<file path="config.mk">
export PLATFORM = sky130hd
export DESIGN_NAME = merge_sort_engine
export DESIGN_NICKNAME = d
export VERILOG_FILES = /design/src/mse_pkg.sv /design/src/merge_sort_engine.sv /design/src/mse_ram.sv /design/src/mse_ctrl.sv
export SDC_FILE = /design/constraint.sdc
export NUM_CORES = 2
export LEC_CHECK = 0
export ABC_AREA = 0
export BUFFER_PORTS_ARGS = -buffer_cell sky130_fd_sc_hd__buf_2
export CORE_UTILIZATION = 40
export CTS_CLUSTER_DIAMETER = 50
export CTS_CLUSTER_SIZE = 20
export DETAILED_ROUTE_END_ITERATION = 16
export PLACE_DENSITY_LB_ADDON = 0.15
export SETUP_SLACK_MARGIN = 0.15
export SYNTH_ARGS = -nofsm -noshare
export SYNTH_HDL_FRONTEND = slang
export SYNTH_SLANG_ARGS = --single-unit
</file>
<file path="constraint.sdc">
create_clock -name i_clk -period 8.5 [get_ports i_clk]
set_input_delay 1.7 -clock i_clk [delete_from_list [all_inputs] [get_ports i_clk]]
set_output_delay 1.7 -clock i_clk [all_outputs]
set_load 0.01 [all_outputs]
</file>
<file path="src/mse_pkg.sv">
// Shared types and constants for the merge sort engine.
// Holds the transfer payload structs and the controller state encoding.
// No dependencies.
package mse_pkg;

    // Element width; sets the width of the payload value fields
    localparam int DATA_W = 32;

    // Input payload: one element of the set
    typedef struct packed {
        logic signed [DATA_W-1:0] value;
        logic                     is_last;
    } t_in_item;

    // Output payload: one sorted element
    typedef struct packed {
        logic signed [DATA_W-1:0] sorted_value;
        logic                     end_of_set;
        logic                     overflow;
    } t_out_item;

    // Controller states
    typedef enum logic [3:0] {
        ST_COLLECT,
        ST_PASS,
        ST_SEG,
        ST_FETCH_L,
        ST_FETCH_R,
        ST_CAPT_R,
        ST_MERGE,
        ST_REFILL_L,
        ST_REFILL_R,
        ST_EMIT_RD,
        ST_EMIT_LD
    } t_state;

endpackage

</file>
<file path="src/merge_sort_engine.sv">
// A set of n elements is sorted in ceil(log2 n) merge passes; each merged
// element is written in the merge state and its run head is then refilled
// from the registered buffer read. Each result leaves through a read state and
// a load state; a new set is taken only after the last result is loaded.
// Reset (i_rst_n, synchronous, active low) empties the set and clears overflow;
// buffer contents are left as they are.
module merge_sort_engine
    import mse_pkg::*;
#(
    parameter int CAPACITY = 64
) (
    input  logic      i_clk,
    input  logic      i_rst_n,
    input  logic      i_in_valid,
    output logic      o_in_ready,
    input  t_in_item  i_in_item,
    output logic      o_out_valid,
    input  logic      i_out_ready,
    output t_out_item o_out_item
);

    localparam int ADDR_W = $clog2(CAPACITY);

    logic              we_a;
    logic              we_b;
    logic [ADDR_W-1:0] waddr;
    logic [DATA_W-1:0] wdata;
    logic [ADDR_W-1:0] raddr;
    logic              rsel;
    logic [DATA_W-1:0] rdata_a;
    logic [DATA_W-1:0] rdata_b;
    logic [DATA_W-1:0] rdata;

    // Sequencer
    mse_ctrl #(
        .CAPACITY (CAPACITY)
    ) u_ctrl (
        .i_clk       (i_clk),
        .i_rst_n     (i_rst_n),
        .i_in_valid  (i_in_valid),
        .o_in_ready  (o_in_ready),
        .i_in_item   (i_in_item),
        .o_out_valid (o_out_valid),
        .i_out_ready (i_out_ready),
        .o_out_item  (o_out_item),
        .o_we_a      (we_a),
        .o_we_b      (we_b),
        .o_waddr     (waddr),
        .o_wdata     (wdata),
        .o_raddr     (raddr),
        .o_rsel      (rsel),
        .i_rdata     (rdata)
    );

    // Primary buffer
    mse_ram #(
        .DEPTH (CAPACITY)
    ) u_buf_a (
        .i_clk   (i_clk),
        .i_we    (we_a),
        .i_waddr (waddr),
        .i_wdata (wdata),
        .i_raddr (raddr),
        .o_rdata (rdata_a)
    );

    // Merge buffer
    mse_ram #(
        .DEPTH (CAPACITY)
    ) u_buf_b (
        .i_clk   (i_clk),
        .i_we    (we_b),
        .i_waddr (waddr),
        .i_wdata (wdata),
        .i_raddr (raddr),
        .o_rdata (rdata_b)
    );

    // Read data from the current source buffer; rsel is stable across the read
    assign rdata = rsel ? rdata_b : rdata_a;

endmodule

</file>
<file path="src/mse_ram.sv">
// Simple dual-port buffer: one write port, one read port, registered read data.
// Depends on mse_pkg for the element width.
module mse_ram
    import mse_pkg::*;
#(
    parameter int  DEPTH  = 64,
    localparam int ADDR_W = $clog2(DEPTH)
) (
    input  logic              i_clk,
    input  logic              i_we,
    input  logic [ADDR_W-1:0] i_waddr,
    input  logic [DATA_W-1:0] i_wdata,
    input  logic [ADDR_W-1:0] i_raddr,
    output logic [DATA_W-1:0] o_rdata
);

    logic [DATA_W-1:0] r_mem [DEPTH];
    logic [DATA_W-1:0] r_rdata;

    // Write port
    always_ff @(posedge i_clk) begin
        if (i_we) begin
            r_mem[i_waddr] <= i_wdata;
        end
    end

    // Read port, registered read data
    always_ff @(posedge i_clk) begin
        r_rdata <= r_mem[i_raddr];
    end

    assign o_rdata = r_rdata;

endmodule

</file>
<file path="src/mse_ctrl.sv">
// Sequencer for the merge sort engine: collects elements, runs bottom-up merge
// passes between two buffers, and streams the result. Depends on mse_pkg.
module mse_ctrl
    import mse_pkg::*;
#(
    parameter int  CAPACITY = 64,
    localparam int ADDR_W   = $clog2(CAPACITY),
    localparam int CNT_W    = $clog2(CAPACITY + 1),
    localparam int SUM_W    = CNT_W + 2
) (
    input  logic              i_clk,
    input  logic              i_rst_n,
    // input channel
    input  logic              i_in_valid,
    output logic              o_in_ready,
    input  t_in_item          i_in_item,
    // output channel
    output logic              o_out_valid,
    input  logic              i_out_ready,
    output t_out_item         o_out_item,
    // buffer ports
    output logic              o_we_a,
    output logic              o_we_b,
    output logic [ADDR_W-1:0] o_waddr,
    output logic [DATA_W-1:0] o_wdata,
    output logic [ADDR_W-1:0] o_raddr,
    output logic              o_rsel,
    input  logic [DATA_W-1:0] i_rdata
);

    t_state                   r_state, n_state;
    logic [CNT_W-1:0]         r_count, n_count;
    logic                     r_drop, n_drop;
    logic [SUM_W-1:0]         r_width, n_width;
    logic [SUM_W-1:0]         r_lo, n_lo;
    logic [SUM_W-1:0]         r_mid, n_mid;
    logic [SUM_W-1:0]         r_hi, n_hi;
    logic [SUM_W-1:0]         r_i, n_i;
    logic [SUM_W-1:0]         r_j, n_j;
    logic [SUM_W-1:0]         r_k, n_k;
    logic signed [DATA_W-1:0] r_head_l, n_head_l;
    logic signed [DATA_W-1:0] r_head_r, n_head_r;
    logic                     r_src, n_src;
    logic [CNT_W-1:0]         r_emit, n_emit;
    logic                     r_out_valid, n_out_valid;
    t_out_item                r_out_item, n_out_item;

    logic             in_xfer;
    logic             has_room;
    logic             out_free;
    logic [SUM_W-1:0] cnt_ext;
    logic [SUM_W-1:0] lo_w;
    logic [SUM_W-1:0] lo_2w;
    logic [SUM_W-1:0] i_inc;
    logic [SUM_W-1:0] j_inc;
    logic [SUM_W-1:0] k_inc;
    logic             take_l;
    logic             seg_done;
    logic             emit_last;
    logic             set_last;

    // Shared decode
    assign in_xfer   = i_in_valid && (r_state == ST_COLLECT);
    assign has_room  = r_count < CNT_W'(CAPACITY);
    assign out_free  = !r_out_valid || i_out_ready;
    assign cnt_ext   = SUM_W'(r_count);
    assign lo_w      = r_lo + r_width;
    assign lo_2w     = r_lo + (r_width << 1);
    assign i_inc     = r_i + SUM_W'(1);
    assign j_inc     = r_j + SUM_W'(1);
    assign k_inc     = r_k + SUM_W'(1);
    assign set_last  = i_in_item.is_last;
    // Stable merge: left head wins ties
    assign take_l    = (r_i < r_mid) && ((r_j >= r_hi) || !(r_head_r < r_head_l));
    assign seg_done  = (k_inc == r_hi);
    assign emit_last = ((r_emit + CNT_W'(1)) == r_count);

    // Next state
    always_comb begin
        n_state = r_state;
        case (r_state)
            ST_COLLECT: begin
                if (in_xfer && set_last) begin
                    n_state = ST_PASS;
                end
            end
            ST_PASS: begin
                n_state = (r_width < cnt_ext) ? ST_SEG : ST_EMIT_RD;
            end
            ST_SEG:      n_state = ST_FETCH_L;
            ST_FETCH_L:  n_state = ST_FETCH_R;
            ST_FETCH_R:  n_state = ST_CAPT_R;
            ST_CAPT_R:   n_state = ST_MERGE;
            ST_MERGE: begin
                if (seg_done) begin
                    n_state = (lo_2w < cnt_ext) ? ST_SEG : ST_PASS;
                end else begin
                    n_state = take_l ? ST_REFILL_L : ST_REFILL_R;
                end
            end
            ST_REFILL_L: n_state = ST_MERGE;
            ST_REFILL_R: n_state = ST_MERGE;
            ST_EMIT_RD: begin
                if (out_free) begin
                    n_state = ST_EMIT_LD;
                end
            end
            ST_EMIT_LD: begin
                n_state = emit_last ? ST_COLLECT : ST_EMIT_RD;
            end
            default:     n_state = ST_COLLECT;
        endcase
    end

    // Datapath and buffer controls
    always_comb begin
        n_count     = r_count;
        n_drop      = r_drop;
        n_width     = r_width;
        n_lo        = r_lo;
        n_mid       = r_mid;
        n_hi        = r_hi;
        n_i         = r_i;
        n_j         = r_j;
        n_k         = r_k;
        n_head_l    = r_head_l;
        n_head_r    = r_head_r;
        n_src       = r_src;
        n_emit      = r_emit;
        n_out_item  = r_out_item;
        n_out_valid = r_out_valid && !i_out_ready;
        o_we_a      = 1'b0;
        o_we_b      = 1'b0;
        o_waddr     = r_count[ADDR_W-1:0];
        o_wdata     = i_in_item.value;
        o_raddr     = r_i[ADDR_W-1:0];
        o_rsel      = r_src;
        case (r_state)
            ST_COLLECT: begin
                // arrivals land in buffer A in order
                if (in_xfer) begin
                    if (has_room) begin
                        o_we_a  = 1'b1;
                        n_count = r_count + CNT_W'(1);
                    end else begin
                        n_drop = 1'b1;
                    end
                    n_width = SUM_W'(1);
                    n_src   = 1'b0;
                end
            end
            ST_PASS: begin
                n_lo   = '0;
                n_emit = '0;
            end
            ST_SEG: begin
                // clip run bounds to the set size
                n_mid = (lo_w < cnt_ext) ? lo_w : cnt_ext;
                n_hi  = (lo_2w < cnt_ext) ? lo_2w : cnt_ext;
                n_i   = r_lo;
                n_j   = (lo_w < cnt_ext) ? lo_w : cnt_ext;
                n_k   = r_lo;
            end
            ST_FETCH_L: begin
                o_raddr = r_i[ADDR_W-1:0];
            end
            ST_FETCH_R: begin
                o_raddr  = r_j[ADDR_W-1:0];
                n_head_l = $signed(i_rdata);
            end
            ST_CAPT_R: begin
                n_head_r = $signed(i_rdata);
            end
            ST_MERGE: begin
                // source and destination are different buffers: no hazard
                o_we_a  = r_src;
                o_we_b  = !r_src;
                o_waddr = r_k[ADDR_W-1:0];
                o_wdata = take_l ? r_head_l : r_head_r;
                n_k     = k_inc;
                if (take_l) begin
                    n_i     = i_inc;
                    o_raddr = i_inc[ADDR_W-1:0];
                end else begin
                    n_j     = j_inc;
                    o_raddr = j_inc[ADDR_W-1:0];
                end
                if (seg_done) begin
                    n_lo = lo_2w;
                    if (!(lo_2w < cnt_ext)) begin
                        n_width = r_width << 1;
                        n_src   = !r_src;
                    end
                end
            end
            ST_REFILL_L: begin
                n_head_l = $signed(i_rdata);
            end
            ST_REFILL_R: begin
                n_head_r = $signed(i_rdata);
            end
            ST_EMIT_RD: begin
                o_raddr = r_emit[ADDR_W-1:0];
            end
            ST_EMIT_LD: begin
                n_out_valid             = 1'b1;
                n_out_item.sorted_value = $signed(i_rdata);
                n_out_item.end_of_set   = emit_last;
                n_out_item.overflow     = r_drop;
                n_emit                  = r_emit + CNT_W'(1);
                if (emit_last) begin
                    n_count = '0;
                    n_drop  = 1'b0;
                end
            end
            default: begin
                n_count = r_count;
            end
        endcase
    end

    // Control registers
    always_ff @(posedge i_clk) begin
        if (!i_rst_n) begin
            r_state     <= ST_COLLECT;
            r_count     <= '0;
            r_drop      <= 1'b0;
            r_out_valid <= 1'b0;
        end else begin
            r_state     <= n_state;
            r_count     <= n_count;
            r_drop      <= n_drop;
            r_out_valid <= n_out_valid;
        end
    end

    // Datapath registers
    always_ff @(posedge i_clk) begin
        r_width    <= n_width;
        r_lo       <= n_lo;
        r_mid      <= n_mid;
        r_hi       <= n_hi;
        r_i        <= n_i;
        r_j        <= n_j;
        r_k        <= n_k;
        r_head_l   <= n_head_l;
        r_head_r   <= n_head_r;
        r_src      <= n_src;
        r_emit     <= n_emit;
        r_out_item <= n_out_item;
    end

    assign o_in_ready  = (r_state == ST_COLLECT);
    assign o_out_valid = r_out_valid;
    assign o_out_item  = r_out_item;

    // Checks
    a_count_bound: assert property (@(posedge i_clk) disable iff (!i_rst_n)
        r_count <= CNT_W'(CAPACITY))
        else $error("element count above capacity");

    a_one_writer: assert property (@(posedge i_clk) disable iff (!i_rst_n)
        !(o_we_a && o_we_b))
        else $error("both buffers written in one cycle");

    a_merge_idx: assert property (@(posedge i_clk) disable iff (!i_rst_n)
        (r_state == ST_MERGE) |-> (r_i <= r_mid && r_j <= r_hi && r_k < r_hi))
        else $error("merge index out of run bounds");

    a_load_free: assert property (@(posedge i_clk) disable iff (!i_rst_n)
        (r_state == ST_EMIT_LD) |-> !r_out_valid)
        else $error("result loaded over a pending transfer");

endmodule

</file>
== Word-level counts from Yosys, hierarchy flattened ==
Memory sizes are Yosys's and may differ from the RTL's. A register that Yosys moved wholly into a read port is not among the register bits.
Cells that the tools add are included.

* Bits in registers: 182
* Memory bits (writable): 4096
* Input port bits: 37
* Output and inout bits: 36
* Word-level logic and storage cells: 132
* Memories: 2

* $add $sub $neg: 7
* Order comparisons: 7
* Eq/ne operators: 22
* Multiplexer cells: 49
* Reductions and logical operators: 26

{| class="wikitable"
|+ Memories
! memory !! words !! width !! read ports !! clocked after memory_dff !! wr ports !! RTL line !! RTL
|-
| u_buf_a.r_mem || 64 || 32 || 1 || 1 || 1 || mse_ram.sv:17 || <nowiki>logic [DATA_W-1:0] r_mem [DEPTH];</nowiki>
|-
| u_buf_b.r_mem || 64 || 32 || 1 || 1 || 1 || mse_ram.sv:17 ||
|}

{| class="wikitable"
|+ Operators with widths
! operator !! count
|-
| two-way mux 32 bit || 3
|-
| case mux 9 bit (2 select lines) || 5
|-
| two-way mux 9 bit || 7
|-
| case mux 4 bit (9 select lines) || 1
|-
| < comparator 32 bit || 1
|-
| two-way mux 7 bit || 4
|-
| case mux 7 bit (2 select lines) || 2
|-
| adder 9 x 1 -> 9 bit, second input constant || 3
|-
| < comparator 9 x 7 -> 1 bit || 3
|-
| two-way mux 4 bit || 6
|-
| adder 9 bit || 2
|-
| case mux 6 bit (3 select lines) || 1
|-
| == test 4 x 3 -> 1 bit, second input constant || 4
|-
| adder 7 x 1 -> 7 bit, second input constant || 2
|-
| two-way mux 1 bit || 14
|-
| != test 2 x 1 -> 1 bit, second input constant || 7
|-
| == test 4 bit, second input constant || 3
|-
| two-way mux 6 bit || 2
|-
| AND reduction 4 bit || 3
|-
| nonzero test 2 bit || 5
|-
| == test 9 bit || 1
|-
| greater-or-equal comparator 9 bit || 1
|-
| < comparator 9 bit || 1
|-
| == test 4 x 2 -> 1 bit, second input constant || 2
|-
| other kinds (13) || 28
|}

== Longest topological paths before layout ==
* Depth after elaboration: 7
* Gate-level depth with buffers: 17
* Depth with buffers taken out: 13

== Cells and area by module ==
A second synthesis with hierarchy kept.

* Cells, all modules: 7602
* Area, all modules: 167780.9 um^2

{| class="wikitable"
|+ Modules (own cells, without submodules)
! module !! instances !! cells each !! area each (um^2) !! seq. area each (um^2)
|-
| mse_ram || 2 || 3324 || 78515.3 || 62139.6
|-
| mse_ctrl || 1 || 918 || 10206.0 || 5305.1
|-
| merge_sort_engine || 1 || 36 || 544.3 || 0.0
|}

== Worst setup path before layout ==
Ideal clock, no wire load.

* Kind: register to register
* Start: register u_ctrl.r_j[0]
* End: memory u_buf_a.r_mem[0][1], data pin
* Setup time: 1.197 ns
* Arrival time: 7.840 ns
* Required time: 7.303 ns
* Slack: -0.537 ns
* Stages on the path, launching flop included: 13
* Path buffers: 3
* Period minus slack after synthesis: 9.037 ns
* Path through: edfxtp_1 inv_1 ha_1 nand2b_1 a211oi_1 o311ai_1 a2111o_1 o311ai_4 buf_6 clkbuf_1 buf_1 a21oi_1 o21ai_0

* Word-level cells in the longest chain between the ends: 5

{| class="wikitable"
|+ RTL lines
! item !! RTL line !! RTL
|-
| from (decl) || mse_ctrl.sv:39 || <nowiki>logic [SUM_W-1:0] r_j, n_j;</nowiki>
|-
| from (signal assigned) || mse_ctrl.sv:244 || <nowiki>r_j <= n_j;</nowiki>
|-
| greater-or-equal comparator 9 bit || mse_ctrl.sv:74 || <nowiki>assign take_l = (r_i < r_mid) && ((r_j >= r_hi) || !(r_head_r < r_head_l));</nowiki>
|-
| logical OR 1 bit || mse_ctrl.sv:74 ||
|-
| logical AND 1 bit || mse_ctrl.sv:74 ||
|-
| two-way mux 32 bit || mse_ctrl.sv:179 || <nowiki>o_wdata = take_l ? r_head_l : r_head_r;</nowiki>
|-
| two-way mux 32 bit || mse_ctrl.sv:138 || <nowiki>case (r_state)</nowiki>
|-
| via u_buf_a.i_wdata[1] || mse_ram.sv:12 || <nowiki>input logic [DATA_W-1:0] i_wdata,</nowiki>
|-
| to (decl) || mse_ram.sv:17 ||
|}

The timed path passes the listed nets, and every way through them passes these cells.

== Final worst setup path ==
* Start: register u_ctrl.r_j[0]
* End: register u_buf_a.r_rdata[5], in the netlist u_buf_a.o_rdata[5] (read register of u_buf_a.r_mem)

* Word-level cells in the longest chain between the ends: 5
* Elaborated cells on any way between the ends: 6
* Classes of those cells: add/sub (1); order compare (1); mux (2); reduce/logical (2)

{| class="wikitable"
|+ RTL lines
! item !! RTL line !! RTL
|-
| greater-or-equal comparator 9 bit || mse_ctrl.sv:74 ||
|-
| logical OR 1 bit || mse_ctrl.sv:74 ||
|-
| logical AND 1 bit || mse_ctrl.sv:74 ||
|-
| two-way mux 6 bit || mse_ctrl.sv:181 || <nowiki>if (take_l) begin</nowiki>
|-
| case mux 6 bit (3 select lines) * || mse_ctrl.sv:138 ||
|-
| to (decl) || mse_ram.sv:18 || <nowiki>logic [DATA_W-1:0] r_rdata;</nowiki>
|}

Every way passes the cells marked *; elsewhere a longest branch is shown, timed or not.
A chain may end at the register's enable or synchronous reset.

==> results by group <==
Route
  • DR iter-0 viols: 13700
  • Iteration count of the initial detailed-routing pass: 6
  • DR WL/cell: 29.8 um
  • Residual DRC count: 0
  • Drt via density: 5.77
  • Antenna-violating nets left: 0
  • WL final: 561000 um
  • Vias: 109000

Clock network
  • CTS root buffer: clkbuf_16
  • Clock Sinks: 4341
  • CTS Buffer Depth: 4
  • # Post-CTS Setup Buffers: 0
  • Hold buffer count at cts: 0
  • H-tree depth: 5
  • Cts repair resizes: 0
  • Clock Latency Late Sink: 1.04 ns
  • Worst-path clk slew: 0.07 ns
  • CTS buffer count: 451
  • CTS tree: yes

Timing
  • Achievable Freq: 148 MHz
  • Final period utilization: 0.796
  • Period minus WS final: 6.77 ns
  • Final Hold Viols: 0
  • RSZ-0062 raised after global routing: false
  • Worst-Margin Slew: 1.28 ns
  • Hold slack: 0.443 ns
  • Pins Over Slew Limit: 0
  • Worst slew margin: 0.140
  • # setup viols final: 0
  • Worst Clk Skew: 0.0914 ns

Layout
  • Nets: 12800
  • Finished Layout Cells: 18800
  • Commonest non-fill, non-tap cells in the layout: 4264 x edfxtp_1, 3531 x nand2_1, 1818 x nand3_1
  • Share of cells above drive strength 1: 0.112
  • Area grow syn2layout: 14.7%
  • Most common cell after layout, fill and taps aside: edfxtp_1

Floorplanning
  • Row cnt: 239
  • Die ar.: 430000 um2
  • Starting Density: 0.403
  • Die height: 656 um
  • CORE AREA: 425000 um2
  • # IOs: 73
  • Die X: 656 um

Power
  • Pwr dens: 339 nW/um2
  • Worst vdd ir: 0.000328 V
  • Pleak: 66.1 nW

Critical path
  • CP Launch Type: register
  • Worst path most repeated cell: buf_4
  • Slowest CP cell: o221a_4
  • Max stage delay on crit path: 1.06 ns
  • Critical path cell sequence: inv_1 -> ha_1 -> nand2b_1 -> a211oi_1 -> o311ai_1 -> a2111o_1 -> nor3_1 -> o221a_4 -> buf_12 -> buf_4 -> buf_4 -> mux2i_1 -> a32oi_1 -> nand4_1 -> nand3_1 -> or4_1
  • CP max FO: 44
  • Arrival time worst endpoint: 7.64 ns
  • CP bufs+invs: 4
  • CP Capture Type: register
  • Delay-heaviest family, CP: simple AND/OR/NAND/NOR gates
  • CP Class: reg -> reg
  • Critical Path RT: 9.37 ns

Global route
  • Vias in the first global route: 102000
  • GRT Util Overall: 0.253
  • Initial antenna violation count: 79
  • Overflow after GRT: 0
  • First-pass GRT wire length: 783000 um
  • Largest net degree at the start of global routing: 176

Job
  • MaxCap Viol Count: 0

Logic synthesis
  • Synth warn: 0
  • FFs w/ async S/R, synth: 0
  • Leading area contributor after synthesis: edfxtp_1
  • Post-synthesis sequential area ratio: 0.758
  • Seq cells post-synth: 4341
  • Distinct cells, synth: 68
  • Top post-synthesis cells by area: edfxtp_1 75%, nand2_1 7.8%, nand3_1 5.3%
  • Syn avg cell area: 13.6 um2
  • Post-synth top flop: edfxtp_1
  • Synth Cell Area: 171000 um2
  • Post-Syn Instances: 12600
  • Post-synth EDFFs: 4264
  • Yosys top cell area share: 0.749

Placed design
  • GPL Wtd Cong: 0.843
  • Port Buffer Count: 72
  • Dpl cells: 17900
  • DP HPWL: 313000 um

Outcome
  • Status: complete, no violations

Min path
  • HP Class: reg -> reg
-- layout make-up --
type                            instances  area (um2)
Antenna cell                           60         150
Clock buffer                          501       11700
Clock inverter                        349        3930
Fill cell                           37200      228000
Inverter                               69         264
Multi-Input combinational cell       7406       39400
Sequential cell                      4341      130000
Tap cell                             5663        7090
Timing Repair Buffer                  449        4050
-- worst register-to-register path, cell delays in order, from the launching register on --
cell and delay (ns):
edfxtp_1 0.49, inv_1 0.11, ha_1 0.32, nand2b_1 0.17, a211oi_1 0.23, o311ai_1 0.20, a2111o_1 0.53, nor3_1 0.45
o221a_4 1.06, buf_12 0.49, buf_4 0.41, buf_4 0.24, mux2i_1 0.21, a32oi_1 0.08, nand4_1 0.12, nand3_1 0.72
or4_1 0.81
-- stage by stage --
stage | power (W) | setup WS [ns] | cell area, um2 | utilization | setup TNS (ns)
detailed placement | 0.0460 | 1.85 | 180000 | 0.425 | 0
CTS | 0.0665 | 1.83 | 196000 | 0.462 | 0
floorplan | 0.0372 | -0.526 | 171000 | - | -538.83
global route | 0.0688 | 1.53 | 196000 | 0.462 | 0
global placement | 0.0458 | 1.79 | 180000 | 0.425 | 0
finish | 0.0665 | 1.73 | 196000 | 0.462 | 0
-- final timing paths --
| check | from | end | slack [ns] | depth (start not counted) |
|---|---|---|---|---|
| worst max register to register | u_ctrl.r_j[0] | u_buf_a.o_rdata[5] | 1.73 | 16 |
| worst min-delay path | u_ctrl.r_drop | u_ctrl.o_out_item[0] | 0.44 | 0 |
| worst min register to register | u_ctrl.r_drop | u_ctrl.o_out_item[0] | 0.44 | 0 |
| worst max-delay path | u_ctrl.r_j[0] | u_buf_a.o_rdata[5] | 1.73 | 16 |
-- where the power goes --
group / leakage (nW) / internal, W / switching (W)
clock: 7.48 / 0.0116 / 0.00909
sequential: 39.0 / 0.0243 / 0.000671
combinational: 19.6 / 0.00556 / 0.0153
total: 66.1 / 0.0414 / 0.0250
-- per-layer routing --
metal / part of all wire / vias up / global-route usage
li1: - / 46900 / -
met1: 0.42 / 55500 / 0.362
met2: 0.45 / 5325 / 0.390
met3: 0.088 / 855 / 0.0411
met4: 0.039 / 10 / 0.0928
met5: 0.00011 / - / 0
-- flip-flops by register name, indices dropped and copies added, names as in the netlist --
name	flops
u_ctrl.r_width	9
u_ctrl.r_count	7
u_ctrl.o_out_valid	1
u_ctrl.r_hi	9
u_ctrl.r_i	9
u_ctrl.r_lo	8
u_ctrl.r_j	9
u_ctrl.r_head_r	32
u_ctrl.r_state	4
u_buf_b.o_rdata	32
u_ctrl.r_emit	7
u_buf_b.r_mem	2048
u_buf_a.o_rdata	32
u_ctrl.o_rsel	1
u_ctrl.r_k	9
u_ctrl.o_out_item	34
u_ctrl.r_drop	1
u_ctrl.r_mid	9
u_buf_a.r_mem	2048
u_ctrl.r_head_l	32
-- cells by family after synthesis --
group,count (synthesis),share of synthesized area
flip-flops,4341,0.758
buffers and inverters,837,0.0206
other,1,0.0000219
adder cells (fa/ha/maj),87,0.00645
AND/OR/NAND/NOR,6079,0.155
AO/OA/AOI/OAI,727,0.0311
multiplexers,447,0.0265
XOR/XNOR,62,0.00317
-- synth_stat cells (21+ instances only) --
library cell	count
or4_1	63
a32oi_1	256
a21oi_1	212
xnor2_1	39
ha_1	85
and2_1	21
edfxtp_1	4264
nand3_1	1818
nor2_1	229
dfxtp_1	77
buf_1	60
a311oi_1	61
buf_2	197
o21ai_0	61
o31a_1	61
nand4_1	280
mux2_2	46
clkbuf_1	485
inv_1	66
and3_1	65
nand2_1	3533
xor2_1	23
mux2i_1	399
(Power assumes the default switching activity.)
